## src/sv/ttsd_pkg.sv

```systemverilog
package ttsd_pkg;

  // Configuration port
  localparam int CFG_ADDR_W = 3;
  localparam int CFG_DATA_W = 16;

  typedef enum logic [CFG_ADDR_W-1:0] {
    REG_POINT_ROTATION  = 3'd0,
    REG_SCREEN_WIDTH    = 3'd1,
    REG_SCREEN_HEIGHT   = 3'd2,
    REG_LONG_PRESS_MS   = 3'd3,
    REG_TAP_MOVE_LIMIT  = 3'd4,
    REG_SWIPE_THRESHOLD = 3'd5,
    REG_SWIPE_INVERT    = 3'd6
  } cfg_reg_t;

  // Field widths fixed by the report format and the result format
  localparam int RAW_W    = 12;  // coordinate as read from the report
  localparam int SIZE_W   = 13;  // screen size register
  localparam int HOLD_W   = 16;  // long-press register
  localparam int OUT_W    = 16;  // coordinate result fields
  localparam int STAMP_W  = 32;  // timestamp input field
  localparam int SIZE_X_W = 17;  // room for size minus one at coordinate widths up to 17 bits

  localparam logic [3:0] TOUCH_CNT_MASK = 4'hF;

  // Register reset values
  localparam logic [1:0]        ROTATION_RST  = 2'd0;
  localparam logic [SIZE_W-1:0] WIDTH_RST     = 13'd320;
  localparam logic [SIZE_W-1:0] HEIGHT_RST    = 13'd480;
  localparam logic [HOLD_W-1:0] LONG_PRESS_RST = 16'd1000;
  localparam logic [RAW_W-1:0]  MOVE_LIMIT_RST = 12'd18;
  localparam logic [RAW_W-1:0]  SWIPE_THR_RST  = 12'd36;

  // Quarter-turn codes
  typedef enum logic [1:0] {
    ROT_0   = 2'd0,
    ROT_90  = 2'd1,
    ROT_180 = 2'd2,
    ROT_270 = 2'd3
  } rot_t;

  // Two-bit signed direction codes
  localparam logic signed [1:0] DIR_POS  = 2'sb01;
  localparam logic signed [1:0] DIR_NEG  = 2'sb11;
  localparam logic signed [1:0] DIR_NONE = 2'sb00;

endpackage

```

## src/sv/touch_tap_swipe_detector.sv

```systemverilog
// Channel   | Handshake          | Payload
// ----------+--------------------+-----------------------------------------------
// in_       | in_valid/in_stall  | read_ok, status_byte, x/y high/low, now_ms
// out_      | out_valid/out_stall| touching, live x/y, tap, tap x/y, swipe, dirs,
//           |                    | swiping
// cfg_      | cfg_we             | cfg_addr, cfg_wdata
//
// One poll per cycle sustained while the result is not stalled; the result is registered after stage one.
// Stage one holds the parsed report, stage two updates the press state and
// loads the result register in the same cycle, so the next poll sees it.
// Reset (synchronous, rst_n low) clears both stage valid flags and the press state
// and sets the config registers to their defaults. A stalled result holds; the
// input stage keeps accepting until it is full behind a stalled result.
module touch_tap_swipe_detector #(
  parameter int COORD_BITS = 16,
  parameter int TIME_BITS  = 32
) (
  input  logic                              clk,
  input  logic                              rst_n,

  input  logic                              cfg_we,
  input  logic [ttsd_pkg::CFG_ADDR_W-1:0]   cfg_addr,
  input  logic [ttsd_pkg::CFG_DATA_W-1:0]   cfg_wdata,

  input  logic                              in_valid,
  output logic                              in_stall,
  input  logic                              in_read_ok,
  input  logic [7:0]                        in_status_byte,
  input  logic [7:0]                        in_x_high,
  input  logic [7:0]                        in_x_low,
  input  logic [7:0]                        in_y_high,
  input  logic [7:0]                        in_y_low,
  input  logic [ttsd_pkg::STAMP_W-1:0]      in_now_ms,

  output logic                              out_valid,
  input  logic                              out_stall,
  output logic                              out_touching,
  output logic [ttsd_pkg::OUT_W-1:0]        out_live_x,
  output logic [ttsd_pkg::OUT_W-1:0]        out_live_y,
  output logic                              out_tap_event,
  output logic [ttsd_pkg::OUT_W-1:0]        out_tap_x,
  output logic [ttsd_pkg::OUT_W-1:0]        out_tap_y,
  output logic                              out_swipe_event,
  output logic signed [1:0]                 out_swipe_dir_x,
  output logic signed [1:0]                 out_swipe_dir_y,
  output logic                              out_swiping
);
  import ttsd_pkg::*;

  // Configuration registers
  logic [1:0]        rotation_r;
  logic [SIZE_W-1:0] width_r, height_r;
  logic [HOLD_W-1:0] long_press_r;
  logic [RAW_W-1:0]  move_limit_r, swipe_thr_r;
  logic              invert_r;

  always_ff @(posedge clk) begin
    if (!rst_n) begin
      rotation_r   <= ROTATION_RST;
      width_r      <= WIDTH_RST;
      height_r     <= HEIGHT_RST;
      long_press_r <= LONG_PRESS_RST;
      move_limit_r <= MOVE_LIMIT_RST;
      swipe_thr_r  <= SWIPE_THR_RST;
      invert_r     <= 1'b0;
    end else if (cfg_we) begin
      unique case (cfg_addr)
        REG_POINT_ROTATION:  rotation_r   <= cfg_wdata[1:0];
        REG_SCREEN_WIDTH:    width_r      <= cfg_wdata[SIZE_W-1:0];
        REG_SCREEN_HEIGHT:   height_r     <= cfg_wdata[SIZE_W-1:0];
        REG_LONG_PRESS_MS:   long_press_r <= cfg_wdata[HOLD_W-1:0];
        REG_TAP_MOVE_LIMIT:  move_limit_r <= cfg_wdata[RAW_W-1:0];
        REG_SWIPE_THRESHOLD: swipe_thr_r  <= cfg_wdata[RAW_W-1:0];
        REG_SWIPE_INVERT:    invert_r     <= cfg_wdata[0];
        default: ;
      endcase
    end
  end

  // Handshake
  logic out_free, adv, in_accept;
  logic s1_valid_r, out_valid_r;

  assign out_free  = !out_valid_r || !out_stall;
  assign adv       = s1_valid_r && out_free;
  assign in_stall  = s1_valid_r && !out_free;
  assign in_accept = in_valid && !in_stall;

  // Stage one: parsed report
  logic                 s1_down_r;
  logic [RAW_W-1:0]     s1_rx_r, s1_ry_r;
  logic [TIME_BITS-1:0] s1_now_r;

  always_ff @(posedge clk) begin
    if (!rst_n) begin
      s1_valid_r <= 1'b0;
    end else if (in_accept) begin
      s1_valid_r <= 1'b1;
    end else if (adv) begin
      s1_valid_r <= 1'b0;
    end
  end

  always_ff @(posedge clk) begin
    if (in_accept) begin
      s1_down_r <= in_read_ok && ((in_status_byte[3:0] & TOUCH_CNT_MASK) != 4'd0);
      s1_rx_r   <= {in_x_high[3:0], in_x_low};
      s1_ry_r   <= {in_y_high[3:0], in_y_low};
      s1_now_r  <= in_now_ms[TIME_BITS-1:0];
    end
  end

  // Press state
  logic                  touch_held_r, press_active_r, swipe_active_r;
  logic [COORD_BITS-1:0] last_x_r, last_y_r, start_x_r, start_y_r;
  logic [TIME_BITS-1:0]  start_time_r;

  logic                  touch_held_nxt, press_active_nxt, swipe_active_nxt;
  logic [COORD_BITS-1:0] last_x_nxt, last_y_nxt, start_x_nxt, start_y_nxt;
  logic [TIME_BITS-1:0]  start_time_nxt;

  logic                  tap_nxt, swipe_nxt;
  logic [COORD_BITS-1:0] tap_x_nxt, tap_y_nxt;
  logic signed [1:0]     dir_x_nxt, dir_y_nxt;

  // Clamp and rotate
  logic [SIZE_X_W-1:0]   wm_full, hm_full;
  logic [COORD_BITS-1:0] wm, hm, cx, cy, rot_x, rot_y;

  always_comb begin
    wm_full = SIZE_X_W'(width_r) - SIZE_X_W'(1);
    hm_full = SIZE_X_W'(height_r) - SIZE_X_W'(1);
    wm      = wm_full[COORD_BITS-1:0];
    hm      = hm_full[COORD_BITS-1:0];
    cx      = (SIZE_W'(s1_rx_r) >= width_r)  ? wm : COORD_BITS'(s1_rx_r);
    cy      = (SIZE_W'(s1_ry_r) >= height_r) ? hm : COORD_BITS'(s1_ry_r);
    unique case (rot_t'(rotation_r))
      ROT_90: begin
        rot_x = wm - cy;
        rot_y = cx;
      end
      ROT_180: begin
        rot_x = wm - cx;
        rot_y = hm - cy;
      end
      ROT_270: begin
        rot_x = cy;
        rot_y = hm - cx;
      end
      default: begin
        rot_x = cx;
        rot_y = cy;
      end
    endcase
  end

  // Distances from the press start; the sign bit of the wide difference picks the order
  logic [COORD_BITS:0]   dx_diff, dy_diff, lx_diff, ly_diff;
  logic [COORD_BITS-1:0] dx_abs, dy_abs, lx_abs, ly_abs;
  logic [TIME_BITS-1:0]  held;
  logic                  swipe_hit, tap_ok;

  always_comb begin
    dx_diff = {1'b0, rot_x} - {1'b0, start_x_r};
    dy_diff = {1'b0, rot_y} - {1'b0, start_y_r};
    lx_diff = {1'b0, last_x_r} - {1'b0, start_x_r};
    ly_diff = {1'b0, last_y_r} - {1'b0, start_y_r};
    dx_abs  = dx_diff[COORD_BITS] ? (start_x_r - rot_x) : dx_diff[COORD_BITS-1:0];
    dy_abs  = dy_diff[COORD_BITS] ? (start_y_r - rot_y) : dy_diff[COORD_BITS-1:0];
    lx_abs  = lx_diff[COORD_BITS] ? (start_x_r - last_x_r) : lx_diff[COORD_BITS-1:0];
    ly_abs  = ly_diff[COORD_BITS] ? (start_y_r - last_y_r) : ly_diff[COORD_BITS-1:0];
    held    = s1_now_r - start_time_r;

    swipe_hit = (dx_abs >= COORD_BITS'(swipe_thr_r)) ||
                (dy_abs >= COORD_BITS'(swipe_thr_r));
    tap_ok    = !swipe_active_r &&
                (held < TIME_BITS'(long_press_r)) &&
                (lx_abs <= COORD_BITS'(move_limit_r)) &&
                (ly_abs <= COORD_BITS'(move_limit_r));
  end

  always_comb begin
    touch_held_nxt   = touch_held_r;
    press_active_nxt = press_active_r;
    swipe_active_nxt = swipe_active_r;
    last_x_nxt       = last_x_r;
    last_y_nxt       = last_y_r;
    start_x_nxt      = start_x_r;
    start_y_nxt      = start_y_r;
    start_time_nxt   = start_time_r;
    tap_nxt          = 1'b0;
    tap_x_nxt        = '0;
    tap_y_nxt        = '0;
    swipe_nxt        = 1'b0;
    dir_x_nxt        = DIR_NONE;
    dir_y_nxt        = DIR_NONE;

    priority if (s1_down_r) begin
      last_x_nxt     = rot_x;
      last_y_nxt     = rot_y;
      touch_held_nxt = 1'b1;
      if (!press_active_r) begin
        press_active_nxt = 1'b1;
        start_time_nxt   = s1_now_r;
        start_x_nxt      = rot_x;
        start_y_nxt      = rot_y;
      end else if (!swipe_active_r && swipe_hit) begin
        swipe_active_nxt = 1'b1;
        swipe_nxt        = 1'b1;
        // invert flips which side of the start counts as positive
        if (dx_diff == '0)
          dir_x_nxt = DIR_NONE;
        else
          dir_x_nxt = (dx_diff[COORD_BITS] ^ invert_r) ? DIR_NEG : DIR_POS;
        if (dy_diff == '0)
          dir_y_nxt = DIR_NONE;
        else
          dir_y_nxt = (dy_diff[COORD_BITS] ^ invert_r) ? DIR_NEG : DIR_POS;
      end
    end else if (touch_held_r) begin
      touch_held_nxt   = 1'b0;
      swipe_active_nxt = 1'b0;
      press_active_nxt = 1'b0;
      if (tap_ok) begin
        tap_nxt   = 1'b1;
        tap_x_nxt = last_x_r;
        tap_y_nxt = last_y_r;
      end
    end else begin
      // release while not held: no change
    end
  end

  always_ff @(posedge clk) begin
    if (!rst_n) begin
      touch_held_r   <= 1'b0;
      press_active_r <= 1'b0;
      swipe_active_r <= 1'b0;
      last_x_r       <= '0;
      last_y_r       <= '0;
      start_x_r      <= '0;
      start_y_r      <= '0;
      start_time_r   <= '0;
    end else if (adv) begin
      touch_held_r   <= touch_held_nxt;
      press_active_r <= press_active_nxt;
      swipe_active_r <= swipe_active_nxt;
      last_x_r       <= last_x_nxt;
      last_y_r       <= last_y_nxt;
      start_x_r      <= start_x_nxt;
      start_y_r      <= start_y_nxt;
      start_time_r   <= start_time_nxt;
    end
  end

  // Result register; state fields come straight from the press state,
  // which only moves when a result is loaded
  logic                  tap_r, swipe_r;
  logic [COORD_BITS-1:0] tap_x_r, tap_y_r;
  logic signed [1:0]     dir_x_r, dir_y_r;

  always_ff @(posedge clk) begin
    if (!rst_n) begin
      out_valid_r <= 1'b0;
    end else if (adv) begin
      out_valid_r <= 1'b1;
    end else if (!out_stall) begin
      out_valid_r <= 1'b0;
    end
  end

  always_ff @(posedge clk) begin
    if (adv) begin
      tap_r   <= tap_nxt;
      tap_x_r <= tap_x_nxt;
      tap_y_r <= tap_y_nxt;
      swipe_r <= swipe_nxt;
      dir_x_r <= dir_x_nxt;
      dir_y_r <= dir_y_nxt;
    end
  end

  assign out_valid       = out_valid_r;
  assign out_touching    = touch_held_r;
  assign out_live_x      = OUT_W'(last_x_r);
  assign out_live_y      = OUT_W'(last_y_r);
  assign out_tap_event   = tap_r;
  assign out_tap_x       = OUT_W'(tap_x_r);
  assign out_tap_y       = OUT_W'(tap_y_r);
  assign out_swipe_event = swipe_r;
  assign out_swipe_dir_x = dir_x_r;
  assign out_swipe_dir_y = dir_y_r;
  assign out_swiping     = swipe_active_r;

endmodule

```

## config.mk

```make
export PLATFORM = sky130hd
export DESIGN_NAME = touch_tap_swipe_detector
export DESIGN_NICKNAME = d
export VERILOG_FILES = /design/src/sv/ttsd_pkg.sv /design/src/sv/touch_tap_swipe_detector.sv
export SDC_FILE = /design/constraint.sdc
export NUM_CORES = 1
export LEC_CHECK = 0
export BUFFER_PORTS_ARGS = -buffer_cell sky130_fd_sc_hd__buf_4
export CAP_MARGIN = 20
export CORE_MARGIN = 1
export CORE_UTILIZATION = 24
export CTS_BUF_LIST = sky130_fd_sc_hd__clkbuf_8
export DETAILED_ROUTE_END_ITERATION = 7
export PLACE_DENSITY = 0.51
export SETUP_SLACK_MARGIN = 0.02
export SLEW_MARGIN = 20
export SYNTH_ARGS = -nofsm -noshare
export SYNTH_HDL_FRONTEND = slang
export SYNTH_SLANG_ARGS = --single-unit
```

## constraint.sdc

```tcl
create_clock -name clk -period 8.55 [get_ports clk]
set_clock_uncertainty 0.2 [all_clocks]
set_input_delay 1.71 -clock clk [delete_from_list [all_inputs] [get_ports clk]]
set_output_delay 1.71 -clock clk [all_outputs]
set_load 0.01 [all_outputs]
```

# --- Word level (Yosys, flattened, before mapping) ---
# Index checks and enable logic that the tools add are counted.
word_totals:
  register_bits: 265
  inputBits: 97
classes:
  add_sub_neg: 15
  order_cmp: 7
  n_eq_ne: 12
  mux: 22
  bitwise: 7
  n_reduce_logical: 37
op_table:
  columns: ["op", "count"]
  rows:
  - ["$sub 16x16->16", 8]
  - ["$mux 16", 6]
  - ["$pmux 16 s3", 2]
  - ["$sub 16x16->17", 4]
  - ["$logic_not 17->1", 2]
  - ["$ge 16x12->1", 2]
  - ["$le 16x12->1", 2]
  - ["$lt 32x16->1", 1]
  - ["$sub 32x32->32", 1]
  - ["$sub 13x1->14 const B", 2]
  - ["$ge 12x13->1", 2]
  - ["$reduce_and 2->1", 10]
  - ["$mux 1", 12]
  - ["$eq 3x3->1 const B", 3]
  - ["$logic_and 1x1->1", 8]
  - ["$reduce_or 4->1", 2]
  - ["$eq 3x2->1 const B", 2]
  - ["$ne 2x1->1 const B", 3]
  - ["$logic_not 1->1", 5]
  - ["$not 1->1", 5]
  - ["$eq 2x2->1 const B", 2]
  - ["$mux 2", 2]
  - ["$reduce_and 4->1", 1]
  - ["$reduce_bool 2->1", 2]
  - ["9 further kinds", 11]

# --- Longest topological paths before layout ---
# Gate-level depths: netlist (run 1).
depth:
  ltp_word: 12
  mapped_depth: 48
  mapped_depth_nobuf: 44

# --- Worst setup path after synthesis (run 1) ---
# No wires, ideal clock.
synth_timing:
  kind: "register to register"
  start: "register height_r[1]"
  end: "register dir_y_r[0] (netlist: out_swipe_dir_y[0]) (data pin)"
  setup_time_ns: 0.273
  arrival_time_ns: 8.428
  t_required_ns: 8.077
  setup_slack_ns: -0.351
  path_stages_with_launch: 44
  path_buffers: 3
  synth_period_minus_slack_ns: 8.901
  cell_sequence: "dfxtp_1 -> inv_1 -> ha_1 -> nor2b_1 -> o21a_1 -> o21ai_0 -> a21oi_1 -> o21ai_0 -> o22ai_1 -> clkbuf_1 -> a21oi_1 -> o21ai_0 -> ha_1 -> nor2b_1 -> o2111ai_1 -> nand3_1 -> a311o_1 -> or4_1 -> [8 not listed] -> o211ai_1 -> a21oi_1 -> o22a_1 -> clkbuf_1 -> buf_1 -> nor2_1 -> a21oi_1 -> xnor2_1 -> ha_1 -> a21o_1 -> a21oi_1 -> o22ai_1 -> a2111oi_0 -> o41ai_1 -> nor4b_1 -> o22ai_1 -> nand4b_1 -> a21oi_1"
synth_via:
  elab_chain_cells: 11
  elab_cells_between_ends: 21
  classes_between: "8 x add/sub; 3 x order compare; 5 x mux; 1 x bitwise; 4 x reduce/logical"
synth_rtl:
  columns: ["item", "line_no", "rtl"]
  rows:
  - ["from (decl)", "touch_tap_swipe_detector.sv:52", "logic [SIZE_W-1:0] width_r, height_r;"]
  - ["from (signal assigned)", "touch_tap_swipe_detector.sv:70", "REG_SCREEN_HEIGHT: height_r <= cfg_wdata[SIZE_W-1:0];"]
  - ["$sub 13x1->14 / $ge 12x13->1 (equally long branches)", "touch_tap_swipe_detector.sv:132, touch_tap_swipe_detector.sv:136", null]
  - ["$mux 16", "touch_tap_swipe_detector.sv:136", "cy = (SIZE_W'(s1_ry_r) >= height_r) ? hm : COORD_BITS'(s1_ry_r);"]
  - ["$sub 16x16->16", "touch_tap_swipe_detector.sv:144", "rot_y = hm - cy;"]
  - ["$pmux 16 s3 *", "touch_tap_swipe_detector.sv:137", "unique case (rot_t'(rotation_r))"]
  - ["net rot_y[11]", "touch_tap_swipe_detector.sv:128", "logic [COORD_BITS-1:0] wm, hm, cx, cy, rot_x, rot_y;"]
  - ["$sub 16x16->17 / $sub 16x16->16 (equally long branches)", "touch_tap_swipe_detector.sv:165, touch_tap_swipe_detector.sv:169", null]
  - ["$mux 16", "touch_tap_swipe_detector.sv:169", "dy_abs = dy_diff[COORD_BITS] ? (start_y_r - rot_y) : dy_diff[COORD_BITS-1:0];"]
  - ["$ge 16x12->1", "touch_tap_swipe_detector.sv:175", "(dy_abs >= COORD_BITS'(swipe_thr_r));"]
  - ["$logic_or 1x1->1", "touch_tap_swipe_detector.sv:174", "swipe_hit = (dx_abs >= COORD_BITS'(swipe_thr_r)) ||"]
  - ["$logic_and 1x1->1", "touch_tap_swipe_detector.sv:207", "end else if (!swipe_active_r && swipe_hit) begin"]
  - ["$not 1->1 (no source line)", null, null]
  - ["$reduce_or 4->1 (no source line) *", null, null]
  - ["to (signal assigned)", "touch_tap_swipe_detector.sv:279", "dir_y_r <= dir_y_nxt;"]
  - ["to (decl)", "touch_tap_swipe_detector.sv:260", "logic signed [1:0] dir_x_r, dir_y_r;"]
# The timed path passes the listed nets; every way through them passes the cells marked *.
# A chain may end at the register's enable or synchronous reset.

# --- Worst setup path after layout (run 1) ---
layout_timing:
  start: "register s1_rx_r[1]"
  end: "register swipe_r (netlist: out_swipe_event) (data pin)"
layout_via:
  elab_chain_cells: 10
  elab_cells_between_ends: 17
  classes_between: "6 x add/sub; 3 x order compare; 6 x mux; 2 x reduce/logical"
layout_rtl:
  columns: ["item", "line_no", "rtl"]
  rows:
  - ["from (decl)", "touch_tap_swipe_detector.sv:91", "logic [RAW_W-1:0] s1_rx_r, s1_ry_r;"]
  - ["from (signal assigned)", "touch_tap_swipe_detector.sv:107", "s1_rx_r <= {in_x_high[3:0], in_x_low};"]
  - ["$ge 12x13->1", "touch_tap_swipe_detector.sv:135", "cx = (SIZE_W'(s1_rx_r) >= width_r) ? wm : COORD_BITS'(s1_rx_r);"]
  - ["$mux 16 *", "touch_tap_swipe_detector.sv:135", null]
  - ["$sub 16x16->16", "touch_tap_swipe_detector.sv:148", "rot_y = hm - cx;"]
  - ["$pmux 16 s3 *", "touch_tap_swipe_detector.sv:137", null]
  - ["net rot_y[11]", "touch_tap_swipe_detector.sv:128", null]
  - ["$sub 16x16->17 / $sub 16x16->16 (equally long branches)", "touch_tap_swipe_detector.sv:165, touch_tap_swipe_detector.sv:169", null]
  - ["$mux 16 *", "touch_tap_swipe_detector.sv:169", null]
  - ["$ge 16x12->1 *", "touch_tap_swipe_detector.sv:175", null]
  - ["$logic_or 1x1->1 *", "touch_tap_swipe_detector.sv:174", null]
  - ["$logic_and 1x1->1 *", "touch_tap_swipe_detector.sv:207", null]
  - ["$mux 1 *", "touch_tap_swipe_detector.sv:207", null]
  - ["to (signal assigned)", "touch_tap_swipe_detector.sv:277", "swipe_r <= swipe_nxt;"]
  - ["to (decl)", "touch_tap_swipe_detector.sv:258", "logic tap_r, swipe_r;"]
# Marked as above.

==> run summary, run 1 <==
Syn Inst Count = 2831
RSZ-0062 raised after global routing = true
Worst hold path type = reg -> reg
Share of layout cells above drive strength 1 = 25.04%
Fmax = 0.1176 GHz
Critical path's slowest cell = or4_4
DIE AREA = 96030 um2
Final WS setup = 0.04627 ns
Max-slew violations = 0
CTS sink cnt = 265
Detailed Place HPWL = 66800 um
Rel. slew slack = 29.72%
Setup total negative slack = 0 ns
Via density = 4.801
H-tree lvl count = 2
LEAKAGE = 12.76 nW
CP arrival = 8.78 ns
Type of origin of the critical path = flop
Core area = 93610 um2
CP endpoint kind = flop
Max cap viols = 0
CTS buffer count = 56
Synth area leaders = ha_1, dfxtp_1, edfxtp_1, a21oi_1, nand2_1
Power, Total = 5.360 mW
Synth Flop Type = dfxtp_1
Die Ht = 309.9 um
Commonest non-fill, non-tap cell in the layout = buf_4
CTS tree = done
Pre-CTS setup slack = -0.6226 ns
Status = completed
CP Data Required Time = 8.83 ns
Routability-driven placement congestion ratio = 0.9018
Setup violators final = 0
Final critical-path required period = 8.504 ns
1st-iter DRT viols = 1500
Min-delay src = start_time_r[8]
Largest net degree at the start of global routing = 74
Site Rows = 112
Syn_nets = 3216
Io pins = 171
Ys async rst share = 0%
CTS Buffer Depth = 3
Non-filler cells in the finished layout = 4634
Crit Path Category = reg -> reg
Mapped Avg Cell Area = 8.036 um2
CTS Root Cell = clkbuf_8
P&R area growth vs syn = 32.92%
IO Port Bufs = 158
Mapped Area = 22750 um2
Final period util = 99.46%
Yosys reg bits = 265
Routed Antenna Nets = 0
Wire length per cell = 18.23 um
Residual DRC = 0
Distinct cell type count after synthesis = 88
Initial Util = 24.30%
Most frequent cells in the layout = buf_4, nand2_1, ha_1
Yosys top cell area share = 15.23%
CP Launch Point = s1_rx_r[1]
Max Fanout on Critical Path = 5
Worst vdd ir = 0.1966 mV
CP max stage delay = 0.51 ns
Die width = 309.9 um
Post-synthesis sequential area ratio = 27.50%
Number of synthesized flops with an enable pin = 95
Vias after detailed routing = 22247
# hold bufs at CTS = 0
Final net count = 3714
GR Util All Layers = 17.20%
Vias in the first global route = 21282
Worst reg2reg path startpoint = s1_rx_r[1]
First-pass GRT wire length = 127000 um
Final Hold Viols = 0
Total wire length = 84460 um
DP Cell Count = 4487
Worst-skew pair later-pin latency = 0.72 ns
YS warnings = 0
DRT Pass-1 Iters = 5
GRT overflow = 0
Clock Pin Slew Worst Setup and Hold Paths = 0.06 ns
Initial antenna violation count = 1
Least-Margin Pin Slew = 1.050 ns
Yosys top cell by area = ha_1
Power Dens Cells = 177.3 nW/um2
[critical path, delay by kind of cell, from the launching register on]
kind | cells | cell delay, ns
AOI/OAI and AO/OA | 21 | 3.17
xor gates and xnor gates | 2 | 0.29
adders and majority gates | 4 | 1.16
buffers and inverters | 9 | 1.05
DFF | 1 | 0.38
muxes | 1 | 0.34
and+or+nand+nor | 10 | 1.66
[final cells by class]
cell class | count | area [um2]
flip-flops and latches | 265 | 6259
well taps | 1254 | 1569
fillers | 10096 | 63370
clock inverters | 40 | 346.6
clock buffers | 64 | 880.8
multi-input cells | 2196 | 15880
inverters | 236 | 893.4
repair buffers | 574 | 4394
diodes | 5 | 12.51
[what timing repair did]
item                                    CTS  global route
endpoints found under the setup margin    6             6
setup buffers                            17            24
cloned                                    0             0
pin swaps                                33            80
gates resized for setup                  71           123
[registers in the layout (all words and copies together), names as in the netlist, 2 cells and up]
register         flops
out_live_y          16
out_swipe_dir_y      2
s1_now_r            32
start_y_r           16
out_tap_y           16
swipe_thr_r         12
rotation_r           2
s1_rx_r             12
long_press_r        16
out_live_x          16
start_time_r        32
width_r             13
move_limit_r        12
out_swipe_dir_x      2
s1_ry_r             12
out_tap_x           16
start_x_r           16
height_r            13
[cell families (layout without fill, tap and decap cells)]
| kind of cell | after synthesis | after routing | share of synthesized area, % |
|---|---|---|---|
| adder cells (fa/ha/maj) | 288 | 288 | 16.20 |
| buffers and inverters | 370 | 914 | 6.358 |
| flip-flops | 265 | 265 | 27.50 |
| other | 0 | 5 | 0 |
| AND/OR/NAND/NOR | 874 | 874 | 18.26 |
| multiplexers | 66 | 66 | 3.036 |
| XOR/XNOR | 126 | 126 | 4.851 |
| AO/OA/AOI/OAI | 842 | 842 | 23.79 |
[Yosys cell counts, types with 8 or more instances]
cell	instances
nand2_1	336
a21oi_1	283
ha_1	277
inv_1	236
dfxtp_1	170
nor2_1	163
o21ai_0	150
clkbuf_1	106
edfxtp_1	95
xnor2_1	81
nand3_1	70
a21o_1	57
nor3_1	56
and2_1	54
o21a_1	46
mux2i_1	45
xor2_1	45
o211ai_1	37
nand4_1	34
a211oi_1	31
nand2b_1	31
o22ai_1	31
nor2b_1	30
o31ai_1	26
or2_2	22
mux2_2	20
a31oi_1	17
o21bai_1	17
and3_1	15
a311oi_1	14
nor4_1	12
o31a_1	12
fa_1	11
or3_1	11
buf_2	10
a221oi_1	9
buf_1	9
a22oi_1	8
[power by group]
part	switching (mW)	leakage, nW	internal (mW)
combinational	1.32	9.74	1.12
sequential	0.0464	2.29	1.36
clock	0.650	0.719	0.870
[metrics by stage]
stage | util (%) | hold WS (ns) | instance area [um2]
final | 32.30 | 0.2512 | 30240
after detailed placement | 29.74 | 0.2467 | 27840
after global routing | 32.30 | 0.2711 | 30230
after floorplan | - | 0.2336 | 22760
after global placement | 29.74 | 0.2417 | 27840
after CTS | 31.47 | 0.2545 | 29450
[worst paths after layout]
path         slack [ns]  cells after the start         endpoint
max                0.05                     47  out_swipe_event
min                0.25                      2  start_time_r[8]
max reg2reg        0.05                     47  out_swipe_event
min reg2reg        0.25                      2  start_time_r[8]
[metal layers]
metal / up-vias / part of all wire (%) / track usage (%) / routed length (um)
met5: - / 0 / 0 / 0
met4: 0 / 2.5 / 5.132 / 2153
met3: 104 / 5.1 / 2.548 / 4304
met2: 560 / 45 / 27.73 / 38220
met1: 10429 / 47 / 23.54 / 39780
li1: 11154 / - / - / -
Power figures use the tool's default switching activity.
==> run 2, diff against run 1 <==
--- a/config.mk
+++ b/config.mk
@@ -5,6 +5,7 @@
 export SDC_FILE = /design/constraint.sdc
 export NUM_CORES = 1
 export LEC_CHECK = 0
+export ABC_AREA = 1
 export BUFFER_PORTS_ARGS = -buffer_cell sky130_fd_sc_hd__buf_4
 export CAP_MARGIN = 20
 export CORE_MARGIN = 1
==> run 2 against run 1 <==
Net effect: final cell count grew 1.9%; critical path depth decreased by 6; die area fell by 1.2%; non-clock buffer count fell by 373; highest routed layer is now met5; fmax rose by 8.7%; total power is 2.2% lower.
==> run summary, run 2 <==
Critical path's slowest cell = o21ai_0
Total wire length = 76950 um
CTS tree = done
Io pins = 171
Vias in the first global route = 20294
Residual DRC = 0
Yosys top cell by area = ha_1
Routability-driven placement congestion ratio = 0.8963
Register area = 6256 um2
Syn Inst Count = 3262
IO Port Bufs = 158
Ys async rst share = 0%
Status = completed
GRT overflow = 0
Clock network power share = 27.7%
Routed Antenna Nets = 0
Number of synthesized flops with an enable pin = 95
Final period util = 91.46%
Combined area of the multi-input logic cells = 13950 um2
Largest regs = s1_now_r (32), start_time_r (32)
Wire length per cell = 16.30 um
Share of layout cells above drive strength 1 = 9.779%
Synth area leaders = ha_1, dfxtp_1, edfxtp_1, nand2_1, inv_1
Die width = 308.0 um
CTS Buffer Depth = 3
Site Rows = 111
Power, Total = 5.243 mW
CTS buffer count = 53
Top cells by count, synth = nand2_1, inv_1, o21ai_0
Core area = 92220 um2
DRT Pass-1 Iters = 5
# hold bufs at CTS = 0
Final critical-path required period = 7.820 ns
Crit Path Category = reg -> reg
Most frequent cells in the layout = nand2_1, inv_1, a21oi_1
Pre-CTS setup slack = 0.3376 ns
Final Hold Viols = 0
Distinct cell type count after synthesis = 58
Psw = 2.236 mW
Vias after detailed routing = 21326
CTS Root Cell = clkbuf_8
Fmax = 0.1279 GHz
Mapped Area = 22470 um2
DIE AREA = 94840 um2
Logic pwr share = 45.2%
Max-slew violations = 0
CP max stage delay = 0.52 ns
Worst hold path type = reg -> reg
Register share of total power = 27.0%
RSZ-0062 raised after global routing = false
CTS sink cnt = 265
Max cap viols = 0
Commonest non-fill, non-tap cell in the layout = nand2_1
Synth Flop Type = dfxtp_1
Least-Margin Pin Slew = 1.066 ns
Detailed Place HPWL = 62440 um
Int Pwr = 3.006 mW
CP endpoint kind = flop
Post-synthesis sequential area ratio = 27.85%
Worst vdd ir = 0.1252 mV
Postcts setup bufs = 0
Yosys top cell area share = 15.43%
Type of origin of the critical path = flop
Setup violators final = 0
Most frequent cell after synthesis = nand2_1
Syn_nets = 3647
Clock Pin Slew Worst Setup and Hold Paths = 0.06 ns
Die Ht = 308.0 um
YS warnings = 0
P&R area growth vs syn = 17.46%
Final net count = 3817
Worst path most repeated cell = o21ai_0
Rel. slew slack = 28.18%
1st-iter DRT viols = 1368
Initial Util = 24.36%
Largest net degree at the start of global routing = 99
Final WS setup = 0.7302 ns
Initial antenna violation count = 3
Fill count = 10363
Mapped Avg Cell Area = 6.887 um2
First-pass GRT wire length = 116800 um
LEAKAGE = 12.34 nW
Net Sw Frac = 42.65%
Yosys reg bits = 265
Antenna diode count = 0
H-tree lvl count = 2
CP arrival = 8.17 ns
CP Data Required Time = 8.90 ns
Worst-skew pair later-pin latency = 0.69 ns
GR Util All Layers = 15.94%
Power Dens Cells = 198.7 nW/um2
Via density = 4.518
Setup total negative slack = 0 ns
Max Fanout on Critical Path = 19
==> run 2: metrics by stage <==
| step | cells | instance area (um2) | hold WS [ns] | util [%] |
|---|---|---|---|---|
| after floorplan | 3262 | 22470 | 0.2331 | - |
| after global placement | 4619 | 25190 | 0.2433 | 27.31 |
| after CTS | 4719 | 26360 | 0.2603 | 28.58 |
| after global routing | 4720 | 26390 | 0.2809 | 28.62 |
| after detailed placement | 4619 | 25190 | 0.2508 | 27.31 |
| final | 4720 | 26390 | 0.2581 | 28.62 |
==> run 2: path summary, 6_finish.rpt <==
check	cells after the start	slack, ns	end	startpoint
min	2	0.26	start_time_r[20]	start_time_r[20]
max	41	0.73	out_swipe_dir_y[1]	height_r[2]
min reg2reg	2	0.26	start_time_r[20]	start_time_r[20]
max reg2reg	41	0.73	out_swipe_dir_y[1]	height_r[2]
==> run 2: timing repair <==
action	in CTS	in global routing
endpoints found under the hold margin	0	0
resized for setup	0	18
setup endpoints to repair	0	6
==> run 2: final cells by class <==
class / count / share of cell area [%]
flip-flops and latches: 265 / 23.71
clock buffers: 64 / 3.338
clock inverters: 36 / 1.086
well taps: 1243 / 5.893
inverters: 519 / 7.392
repair buffers: 201 / 5.718
multi-input cells: 2392 / 52.87
==> run 2: worst max-delay path: cells and delay by family (launching register included) <==
| family | cells | cell delay, ns |
|---|---|---|
| fa+ha+maj | 4 | 1.32 |
| simple gates | 13 | 1.52 |
| buf+inv | 5 | 0.67 |
| flops | 1 | 0.37 |
| compound gates | 19 | 3.64 |
==> run 2: cell families (layout without fill, tap and decap cells) <==
group	count (synthesis)	count (layout)	share of synthesized area [%]
AO/OA/AOI/OAI	814	814	19.21
XOR/XNOR	111	111	4.327
adder cells (fa/ha/maj)	288	288	16.41
buffers and inverters	605	820	10.28
flip-flops	265	265	27.85
multiplexers	6	6	0.2673
AND/OR/NAND/NOR	1173	1173	21.66
==> run 2: power by group through the flow <==
stage	registers, mW	logic, mW	clock network [mW]
global placement	1.44	2.34	0
CTS	1.42	2.37	1.52
global route	1.42	2.69	1.56
floorplan	1.43	1.63	0
detailed placement	1.45	2.35	0
finish	1.42	2.37	1.45
==> run 2: per-layer routing <==
metal	vias up	part of all wire, %	track usage (%)
met5	-	0.058	0
met4	6	3.3	5.369
met3	116	4.8	3.030
met2	411	45	25.87
met1	9741	47	21.04
li1	11052	-	-
